--- src/hw/rtl/shabsh_pkg.sv ---
// ----------------------------------------------------------------------------
// SHA-256 byte stream hasher package
// Payload types, the core control bundle and the SHA-256 constant tables.
// ----------------------------------------------------------------------------
package shabsh_pkg;

  typedef struct packed {
    logic [7:0] data_byte;
    logic       no_byte;
    logic       final_item;
  } shabsh_in_t;

  typedef struct packed {
    logic [31:0] digest_word;
    logic [2:0]  word_index;
    logic        last_word;
  } shabsh_out_t;

  // Control bundle from the sequencer to the compression core.
  typedef struct packed {
    logic       start;     // begin compressing the block in the window
    logic       init;      // load the initial hash values into the chain
    logic       byte_we;   // write one message byte into the block
    logic [5:0] byte_pos;  // byte position within the 64-byte block
    logic [7:0] byte_val;
  } shabsh_ctl_t;

  localparam logic [31:0] ROUND_K [64] = '{
    32'h428a2f98, 32'h71374491, 32'hb5c0fbcf, 32'he9b5dba5,
    32'h3956c25b, 32'h59f111f1, 32'h923f82a4, 32'hab1c5ed5,
    32'hd807aa98, 32'h12835b01, 32'h243185be, 32'h550c7dc3,
    32'h72be5d74, 32'h80deb1fe, 32'h9bdc06a7, 32'hc19bf174,
    32'he49b69c1, 32'hefbe4786, 32'h0fc19dc6, 32'h240ca1cc,
    32'h2de92c6f, 32'h4a7484aa, 32'h5cb0a9dc, 32'h76f988da,
    32'h983e5152, 32'ha831c66d, 32'hb00327c8, 32'hbf597fc7,
    32'hc6e00bf3, 32'hd5a79147, 32'h06ca6351, 32'h14292967,
    32'h27b70a85, 32'h2e1b2138, 32'h4d2c6dfc, 32'h53380d13,
    32'h650a7354, 32'h766a0abb, 32'h81c2c92e, 32'h92722c85,
    32'ha2bfe8a1, 32'ha81a664b, 32'hc24b8b70, 32'hc76c51a3,
    32'hd192e819, 32'hd6990624, 32'hf40e3585, 32'h106aa070,
    32'h19a4c116, 32'h1e376c08, 32'h2748774c, 32'h34b0bcb5,
    32'h391c0cb3, 32'h4ed8aa4a, 32'h5b9cca4f, 32'h682e6ff3,
    32'h748f82ee, 32'h78a5636f, 32'h84c87814, 32'h8cc70208,
    32'h90befffa, 32'ha4506ceb, 32'hbef9a3f7, 32'hc67178f2
  };

  localparam logic [31:0] INIT_H [8] = '{
    32'h6a09e667, 32'hbb67ae85, 32'h3c6ef372, 32'ha54ff53a,
    32'h510e527f, 32'h9b05688c, 32'h1f83d9ab, 32'h5be0cd19
  };

  localparam logic [7:0] PAD_MARK = 8'h80;

endpackage

--- src/hw/rtl/shabsh_compress.sv ---
// ----------------------------------------------------------------------------
// SHA-256 compression core
// Holds the block/schedule window, the round variables and the chaining
// words. Runs one round per cycle, then folds the round variables into the chain.
// ----------------------------------------------------------------------------
module shabsh_compress
  import shabsh_pkg::*;
(
  input  logic             clk,
  input  logic             rst_n,
  input  shabsh_ctl_t      ctl,
  output logic             busy,
  output logic [7:0][31:0] chain
);

  // The window holds W[t] .. W[t+15]; it shifts by one word every round.
  logic [31:0] win_r   [16];
  logic [31:0] var_r   [8];
  logic [31:0] chain_r [8];
  logic [5:0]  rnd_r;
  logic        busy_r;
  logic        fold_r;

  logic [31:0] ep0, ep1, maj, chs, t1, t2, sg0, sg1, w_new;

  function automatic logic [31:0] ror(input logic [31:0] x, input int unsigned n);
    ror = (x >> n) | (x << (32 - n));
  endfunction

  always_comb begin
    ep0   = ror(var_r[0], 2) ^ ror(var_r[0], 13) ^ ror(var_r[0], 22);
    maj   = (var_r[0] & var_r[1]) ^ (var_r[0] & var_r[2]) ^ (var_r[1] & var_r[2]);
    ep1   = ror(var_r[4], 6) ^ ror(var_r[4], 11) ^ ror(var_r[4], 25);
    chs   = (var_r[4] & var_r[5]) ^ (~var_r[4] & var_r[6]);
    t1    = var_r[7] + ep1 + chs + ROUND_K[rnd_r] + win_r[0];
    t2    = ep0 + maj;
    sg0   = ror(win_r[1], 7) ^ ror(win_r[1], 18) ^ (win_r[1] >> 3);
    sg1   = ror(win_r[14], 17) ^ ror(win_r[14], 19) ^ (win_r[14] >> 10);
    w_new = sg1 + win_r[9] + sg0 + win_r[0];
  end

  always_ff @(posedge clk) begin
    if (ctl.byte_we) begin
      win_r[ctl.byte_pos[5:2]][8 * (3 - ctl.byte_pos[1:0]) +: 8] <= ctl.byte_val;
    end else if (busy_r && !fold_r) begin
      for (int i = 0; i < 15; i++) begin
        win_r[i] <= win_r[i + 1];
      end
      win_r[15] <= w_new;
    end
  end

  always_ff @(posedge clk) begin
    if (ctl.start) begin
      for (int i = 0; i < 8; i++) begin
        var_r[i] <= chain_r[i];
      end
    end else if (busy_r && !fold_r) begin
      var_r[7] <= var_r[6];
      var_r[6] <= var_r[5];
      var_r[5] <= var_r[4];
      var_r[4] <= var_r[3] + t1;
      var_r[3] <= var_r[2];
      var_r[2] <= var_r[1];
      var_r[1] <= var_r[0];
      var_r[0] <= t1 + t2;
    end
  end

  always_ff @(posedge clk) begin
    if (!rst_n || ctl.init) begin
      for (int i = 0; i < 8; i++) begin
        chain_r[i] <= INIT_H[i];
      end
    end else if (fold_r) begin
      for (int i = 0; i < 8; i++) begin
        chain_r[i] <= chain_r[i] + var_r[i];
      end
    end
  end

  always_ff @(posedge clk) begin
    if (!rst_n) begin
      busy_r <= 1'b0;
      fold_r <= 1'b0;
      rnd_r  <= '0;
    end else if (ctl.start) begin
      busy_r <= 1'b1;
      fold_r <= 1'b0;
      rnd_r  <= '0;
    end else if (fold_r) begin
      busy_r <= 1'b0;
      fold_r <= 1'b0;
    end else if (busy_r) begin
      rnd_r <= rnd_r + 6'd1;
      if (&rnd_r) begin
        fold_r <= 1'b1;
      end
    end
  end

  assign busy = busy_r;

  always_comb begin
    for (int i = 0; i < 8; i++) begin
      chain[i] = chain_r[i];
    end
  end

endmodule

--- src/hw/rtl/sha256_byte_stream_hasher_unit.sv ---
// ----------------------------------------------------------------------------
// SHA-256 byte stream hasher
// Hashes a byte stream and returns the 256-bit digest as eight words.
// ----------------------------------------------------------------------------
// Usage:
//   The input channel takes one transaction per message byte; no_byte marks a
//   transaction without a byte and final_item ends the message. A byte that
//   fills a 64-byte block holds the input while the compression core runs
//   its 64 rounds, folds into the chain and hands back.
//   After the final transaction the sequencer writes the padding and the
//   64-bit bit length one byte per cycle (9 to 72 bytes), compressing each
//   block it fills, then presents the digest as eight output transactions,
//   word 0 first, last_word set on word 7.
//   in_ready is high only while the block is idle; it stays low through
//   padding, compression and digest output. If the receiver stalls, the
//   current digest word holds until taken. After word 7 is taken the block
//   returns to its initial state for the next message.
//   Reset restores the initial hash values and clears the byte count; no
//   clearing pass is needed.
// ----------------------------------------------------------------------------
module sha256_byte_stream_hasher_unit
  import shabsh_pkg::*;
(
  input  logic        clk,
  input  logic        rst_n,
  input  logic        in_valid,
  output logic        in_ready,
  input  shabsh_in_t  in_data,
  output logic        out_valid,
  input  logic        out_ready,
  output shabsh_out_t out_data
);

  localparam logic [1:0] S_IDLE = 2'd0;
  localparam logic [1:0] S_COMP = 2'd1;
  localparam logic [1:0] S_PAD  = 2'd2;
  localparam logic [1:0] S_OUT  = 2'd3;

  localparam logic [5:0] LEN_POS = 6'd56;

  logic [1:0]  state_r, state_nxt;
  logic [1:0]  ret_r, ret_nxt;
  logic [5:0]  pos_r, pos_nxt;
  logic [63:0] count_r, count_nxt;
  logic        first_r, first_nxt;
  logic        len_r, len_nxt;
  logic [2:0]  idx_r, idx_nxt;

  shabsh_ctl_t      ctl;
  logic             core_busy;
  logic [7:0][31:0] chain;

  logic        len_phase;
  logic [63:0] bit_len;
  logic [7:0]  len_byte;

  shabsh_compress u_compress (
    .clk   (clk),
    .rst_n (rst_n),
    .ctl   (ctl),
    .busy  (core_busy),
    .chain (chain)
  );

  assign bit_len   = {count_r[60:0], 3'b000};
  assign len_byte  = bit_len[8 * (7 - pos_r[2:0]) +: 8];
  // Length bytes start once the zero fill has reached offset 56.
  assign len_phase = !first_r && (len_r || pos_r == LEN_POS);

  always_comb begin
    state_nxt = state_r;
    ret_nxt   = ret_r;
    pos_nxt   = pos_r;
    count_nxt = count_r;
    first_nxt = first_r;
    len_nxt   = len_r;
    idx_nxt   = idx_r;
    ctl       = '0;
    in_ready  = 1'b0;
    out_valid = 1'b0;

    case (state_r)
      S_IDLE: begin
        in_ready = 1'b1;
        if (in_valid) begin
          first_nxt = 1'b1;
          len_nxt   = 1'b0;
          if (!in_data.no_byte) begin
            ctl.byte_we  = 1'b1;
            ctl.byte_pos = pos_r;
            ctl.byte_val = in_data.data_byte;
            count_nxt    = count_r + 64'd1;
            pos_nxt      = pos_r + 6'd1;
          end
          if (!in_data.no_byte && &pos_r) begin
            ctl.start = 1'b1;
            state_nxt = S_COMP;
            ret_nxt   = in_data.final_item ? S_PAD : S_IDLE;
          end else if (in_data.final_item) begin
            state_nxt = S_PAD;
          end
        end
      end
      S_PAD: begin
        ctl.byte_we  = 1'b1;
        ctl.byte_pos = pos_r;
        if (first_r) begin
          ctl.byte_val = PAD_MARK;
        end else if (len_phase) begin
          ctl.byte_val = len_byte;
        end else begin
          ctl.byte_val = 8'h00;
        end
        pos_nxt   = pos_r + 6'd1;
        first_nxt = 1'b0;
        if (len_phase) begin
          len_nxt = 1'b1;
        end
        if (&pos_r) begin
          ctl.start = 1'b1;
          state_nxt = S_COMP;
          ret_nxt   = len_phase ? S_OUT : S_PAD;
        end
      end
      S_COMP: begin
        if (!core_busy) begin
          state_nxt = ret_r;
        end
      end
      S_OUT: begin
        out_valid = 1'b1;
        if (out_ready) begin
          idx_nxt = idx_r + 3'd1;
          if (&idx_r) begin
            ctl.init  = 1'b1;
            count_nxt = '0;
            pos_nxt   = '0;
            state_nxt = S_IDLE;
          end
        end
      end
      default: begin
        state_nxt = S_IDLE;
      end
    endcase
  end

  always_ff @(posedge clk) begin
    if (!rst_n) begin
      state_r <= S_IDLE;
      ret_r   <= S_IDLE;
      pos_r   <= '0;
      count_r <= '0;
      first_r <= 1'b0;
      len_r   <= 1'b0;
      idx_r   <= '0;
    end else begin
      state_r <= state_nxt;
      ret_r   <= ret_nxt;
      pos_r   <= pos_nxt;
      count_r <= count_nxt;
      first_r <= first_nxt;
      len_r   <= len_nxt;
      idx_r   <= idx_nxt;
    end
  end

  always_comb begin
    out_data.digest_word = chain[idx_r];
    out_data.word_index  = idx_r;
    out_data.last_word   = &idx_r;
  end

  a_ready_excl_valid: assert property (@(posedge clk) disable iff (!rst_n)
    !(in_ready && out_valid))
    else $error("input ready while a digest word is pending");

  a_start_when_free: assert property (@(posedge clk) disable iff (!rst_n)
    ctl.start |-> !core_busy)
    else $error("compression started while the core is busy");

  a_digest_aligned: assert property (@(posedge clk) disable iff (!rst_n)
    out_valid |-> (pos_r == 6'd0))
    else $error("digest presented with a partial block pending");

  a_back_to_idle: assert property (@(posedge clk) disable iff (!rst_n)
    (out_valid && out_ready && out_data.last_word) |=> (in_ready && count_r == 64'd0))
    else $error("block not reset after the last digest word");

endmodule

--- config.mk ---
export PLATFORM = sky130hd
export DESIGN_NAME = sha256_byte_stream_hasher_unit
export DESIGN_NICKNAME = d
export VERILOG_FILES = /design/src/hw/rtl/shabsh_pkg.sv /design/src/hw/rtl/shabsh_compress.sv /design/src/hw/rtl/sha256_byte_stream_hasher_unit.sv
export SDC_FILE = /design/constraint.sdc
export NUM_CORES = 2
export LEC_CHECK = 0
export ABC_CLOCK_PERIOD_IN_PS = 11700
export BUFFER_PORTS_ARGS = -buffer_cell sky130_fd_sc_hd__buf_2
export CAP_MARGIN = 20
export CORE_ASPECT_RATIO = 0.7
export CORE_MARGIN = 4
export CORE_UTILIZATION = 55
export CTS_CLUSTER_SIZE = 28
export DETAILED_ROUTE_END_ITERATION = 16
export HOLD_SLACK_MARGIN = 0.05
export PLACE_DENSITY = 0.71
export SKIP_LAST_GASP = 1
export SLEW_MARGIN = 20
export SYNTH_ARGS = -nofsm -noshare
export SYNTH_HDL_FRONTEND = slang
export SYNTH_SLANG_ARGS = --single-unit
--- constraint.sdc ---
create_clock -name clk -period 11.7 [get_ports clk]
set_input_delay 2.925 -clock clk [delete_from_list [all_inputs] [get_ports clk]]
set_output_delay 2.925 -clock clk [all_outputs]
set_load 0.01 [all_outputs]
## Word level (Yosys, flattened, before mapping)

Memory sizes are Yosys's and may differ from the RTL's.
Cells that the tools add are included.

| operators by class | value |
|---|---|
| shift-type cells | 3 |
| add/sub/neg operators | 25 |
| mux-type cells | 83 |
| reduce and logical (&&, ||, !) cells | 28 |
| equal/unequal tests | 13 |
| bitwise gates (word level) | 47 |
| order comparisons | 2 |

Operators with widths:

| cell | count |
|---|---|
| 32-bit 2-to-1 mux | 22 |
| 32-bit adder | 18 |
| 32-bit XOR | 9 |
| 64-bit 2-to-1 mux | 4 |
| 32-bit AND | 5 |
| 64-bit case mux with 2 select lines | 1 |
| 32-bit binary-select mux with 3-bit select | 1 |
| 64-bit by 1-bit adder with 64-bit output (second input constant) | 1 |
| 64-bit by 33-bit indexed part select with 8-bit output | 1 |
| 32-bit negation with 34-bit output | 1 |
| 8-bit by 34-bit variable shift with 32-bit output (first input constant) | 1 |
| 8-bit by 34-bit indexed part select with 32-bit output | 1 |
| 32-bit NOT | 1 |
| 10-bit by 32-bit OR with 32-bit output | 1 |
| 13-bit by 32-bit OR with 32-bit output | 1 |
| 14-bit by 32-bit OR with 32-bit output | 1 |
| 15-bit by 32-bit OR with 32-bit output | 1 |
| 19-bit by 32-bit OR with 32-bit output | 1 |
| 21-bit by 32-bit OR with 32-bit output | 1 |
| 25-bit by 32-bit OR with 32-bit output | 1 |
| 26-bit by 32-bit OR with 32-bit output | 1 |
| 30-bit by 32-bit OR with 32-bit output | 1 |
| 7-bit by 32-bit OR with 32-bit output | 1 |
| 32-bit OR reduction | 1 |
| other kinds (40) | 124 |

| word-level totals | value |
|---|---|
| ROM bits | 2048 |
| logic and storage cells | 215 |
| memories kept | 4 |
| flip-flop bits (word level) | 87 |
| bits of input ports | 14 |
| RAM bits | 1024 |
| output and inout port bits | 38 |

Memories:

| name | words | width | read ports | clocked after Yosys merged registers in | write ports | line | source |
|---|---|---|---|---|---|---|---|
| (name not given) | 64 | 32 | 1 | 0 | 0 | shabsh_compress.sv:35 | `t1 = var_r[7] + ep1 + chs + ROUND_K[rnd_r] + win_r[0];` |
| u_compress.win_r | 16 | 32 | 16 | 0 | 16 | shabsh_compress.sv:17 | `logic [31:0] win_r [16];` |
| u_compress.chain_r | 8 | 32 | 8 | 0 | 8 | shabsh_compress.sv:19 | `logic [31:0] chain_r [8];` |
| u_compress.var_r | 8 | 32 | 8 | 0 | 8 | shabsh_compress.sv:18 | `logic [31:0] var_r [8];` |

## Depth between registers and ports, before layout

| depth | value |
|---|---|
| depth in word-level cells | 11 |
| depth in mapped cells | 42 |
| gate-level depth less buffers | 39 |

## By module

Synthesis repeated with hierarchy kept, for this count alone.

| unflattened totals | value |
|---|---|
| cell total of the unflattened synthesis | 7092 |
| area total of the unflattened synthesis | 73948.4 µm² |

By module, submodules not included:

| module | instances | seq. area each (µm²) | cells an instance | area an instance (µm²) |
|---|---|---|---|---|
| shabsh_compress | 1 | 30909.6 | 6469 | 67733.7 |
| sha256_byte_stream_hasher_unit | 1 | 1521.5 | 623 | 6214.7 |

## Worst setup path after synthesis

No wires, ideal clock.

| timing | value |
|---|---|
| path type | in2reg |
| start point | input out_ready |
| end point | memory u_compress.chain_r[0][0], enable pin |
| buffers on the path | 1 |
| setup time | 0.664 ns |
| arrival time | 9.207 ns |
| stages | 4 |
| data required time | 11.036 ns |
| path slack | 1.828 ns |
| cell sequence | nand2_1 > o21a_1 > clkbuf_1 > nand2b_1 |

RTL lines:

| item | line | source |
|---|---|---|
| start, declared | sha256_byte_stream_hasher_unit.sv:30 | `input logic out_ready,` |
| end, declared | shabsh_compress.sv:19 |  |

==> reports/qor.yml <==
run_status:
  status: "finished, final reports clean"
layout:
  final_cell_mix: "edfxtp_1 (1,024), nand2_1 (1,021), a21o_1 (642)"
  fin_nets: 7538
  final_common_cell: "edfxtp_1"
  final_util_pct: 60.1
  syn_to_final_growth_pct: 7.90
  drive_gt1_share_pct: 7.97
die:
  core_area_sq_um: 132000
  die_w_um: 444
  die_area_sq_um: 139000
  rows: 111
  io_pins: 52
  start_util_pct: 55.7
  dieHeight_um: 313
power_and_ir_drop:
  power_mw: 9.15
  leakage_nw: 33.8
  powerDensity_nw_per_um2: 116
  vdd_ir_drop_max_uv: 137
clock_tree:
  post_cts.repair.setup_buffers: 0
  holdBufCountCts: 0
  cts_resized: 0
  clk_pin_slew_ns: 0.07
  root_buffer: "clkbuf_16"
  cts_sinks: 1108
  clk_latency_ns: 0.78
  cts_tree: "done"
  clock_path_buffers: 3
  cts-buffers-inserted: 111
  htreeDepth: 3
job:
  cap_violations: 0
critical_path:
  cpMaxStageDelayCell: "dfxtp_4"
  arrival_ns: 10.25
  path_max_fanout: 76
  worst-setup-path-type: "reg -> reg"
  startpoint_type: "flip-flop"
  end_kind: "flip-flop"
  cp.required_ns: 12.17
  cp_slowest_stage_delay_ns: 0.86
grt:
  track_usage_pct: 33.6
  antenna_found_initial: 2
  grt_pass1_wl_um: 350000
  overflow: 0
  grt_pass1_vias: 52100
  grt_max_degree: 220
placed_design:
  portBuffers: 51
  dp_hpwl_um: 179000
  place.gp.congestion: 1.03
route:
  vias: 56300
  ant_nets: 0
  drt_iter0_drc: 7443
  wl_per_cell_um: 27.2
  viasPerCell: 6.42
  drt_first_pass_iters: 7
  route.detailed.drc: 0
  wirelength_um: 239000
timing:
  worst_slew_pin_slew_ns: 1.21
  clock.fmax_ghz: 0.102
  final.min_clock_period_ns: 9.78
  clock_skew_ns: 0.0333
  maxSlewViolCount: 0
  grt_setup_unrepaired: "no"
  finalCritPeriodShare_pct: 83.6
  hold_viol_final: 0
  tns_ns: 0
  setup_viol: 0
  relSlewSlack_pct: 19.3
synthesis:
  yosys_warnings: 0
  seq_area_frac_synth_pct: 44.3
  synth_ff_type: "edfxtp_1"
  synth_fp_nets: 7619
  synth-seq-cells: 1108
  syn_avg_cell_area_sq_um: 10.5
  synth_cell_types: 94
  synth_edf_count: 1024
  synthArstFlopShare_pct: 0
  syn-cell-area_sq_um: 73300
  synthesis.instances: 7011
worst_hold_path:
  hp-class: "reg -> reg"
critical path: cells and delay by family, from the launching register on:
kind | cells | cell delay (ns)
AOI/OAI and AO/OA | 14 | 3.40
adders and majority gates | 6 | 2.81
DFF | 1 | 0.86
buffers and inverters | 4 | 0.78
and+or+nand+nor | 5 | 0.59
muxes | 1 | 0.53
xor gates and xnor gates | 3 | 0.49
through the flow:
step / hold WS [ns] / area (sq um) / worst slack (ns) / cells
global placement: 0.461 / 75300 / 2.25 / 8566
detailed placement: 0.470 / 75400 / 2.18 / 8567
CTS: 0.481 / 79000 / 2.15 / 8772
finish: 0.479 / 79100 / 1.92 / 8774
global route: 0.490 / 79100 / 1.34 / 8774
floorplan: 0.443 / 73300 / 1.83 / 7011
state kept, by name, indices dropped and copies added (netlist names), 2 cells and up:
signal and cells:
u_compress.var_r 256, ret_r 2, idx_r 3, count_r 61, u_compress.rnd_r 6, pos_r 6, u_compress.chain_r 256, u_compress.win_r 512
state_r 2
final cells by class:
cell class | instances | area (sq um)
fillers | 10900 | 52600
clock buffers | 133 | 2860
multi-input cells | 5268 | 38600
repair buffers | 173 | 1220
inverters | 268 | 1010
diodes | 1 | 2.50
clock inverters | 72 | 768
flip-flops and latches | 1108 | 32400
well taps | 1751 | 2190
cell families after synthesis:
| kind of cell | count (synthesis) | share of synthesized area [%] |
|---|---|---|
| adders and majority gates | 624 | 12.5 |
| xor gates and xnor gates | 615 | 7.35 |
| muxes | 166 | 3.78 |
| and+or+nand+nor | 1986 | 11.9 |
| AOI/OAI and AO/OA | 1877 | 16.8 |
| DFF | 1108 | 44.3 |
| buffers and inverters | 635 | 3.31 |
cells in the mapped netlist, types with 58 or more instances:
cell type / count / area [sq um]
nand2_1: 1025 / 3850
edfxtp_1: 1024 / 30700
a21o_1: 642 / 4820
nor2_1: 429 / 1610
ha_1: 399 / 4990
o21ai_0: 391 / 1960
xnor2_1: 386 / 3380
a21oi_1: 370 / 1850
clkbuf_1: 323 / 1210
inv_1: 265 / 995
xor2_1: 229 / 2010
fa_1: 195 / 3900
nor3_1: 92 / 460
nand3_1: 88 / 440
dfxtp_1: 84 / 1680
mux4_2: 83 / 1870
nand2b_1: 75 / 469
o21a_1: 68 / 510
nor2b_1: 66 / 413
mux2_2: 58 / 653
layer usage:
layer  global-route usage [%]  vias to the layer above  part of all wire (%)
li1                         -                    25100                     -
met1                     54.1                    27800                    46
met2                     42.6                     3158                    38
met3                     12.3                      287                    15
met4                     6.20                        2                   1.9
met5                        0                        -                0.0046
power by group:
group          total (mW)  internal [mW]  switching, mW  leakage (nW)
Sequential           4.45           4.37         0.0752          10.2
Clock                3.69           2.02           1.67          1.75
Combinational        1.01          0.413          0.601          21.8
Total                9.15           6.80           2.35          33.8
path summary, 6_finish.rpt:
check                                   start                                 to  slack, ns  cells past startpoint
max reg2reg  u_compress.rnd_r[2]$_SDFFE_PP0P_  u_compress.var_r[0][31]$_DFFE_PP_       1.92                     33
min                     ret_r[0]$_SDFFE_PN0P_              ret_r[0]$_SDFFE_PN0P_       0.48                      2
min reg2reg             ret_r[0]$_SDFFE_PN0P_              ret_r[0]$_SDFFE_PN0P_       0.48                      2
max          u_compress.rnd_r[2]$_SDFFE_PP0P_  u_compress.var_r[0][31]$_DFFE_PP_       1.92                     33
(Power assumes the default switching activity.)
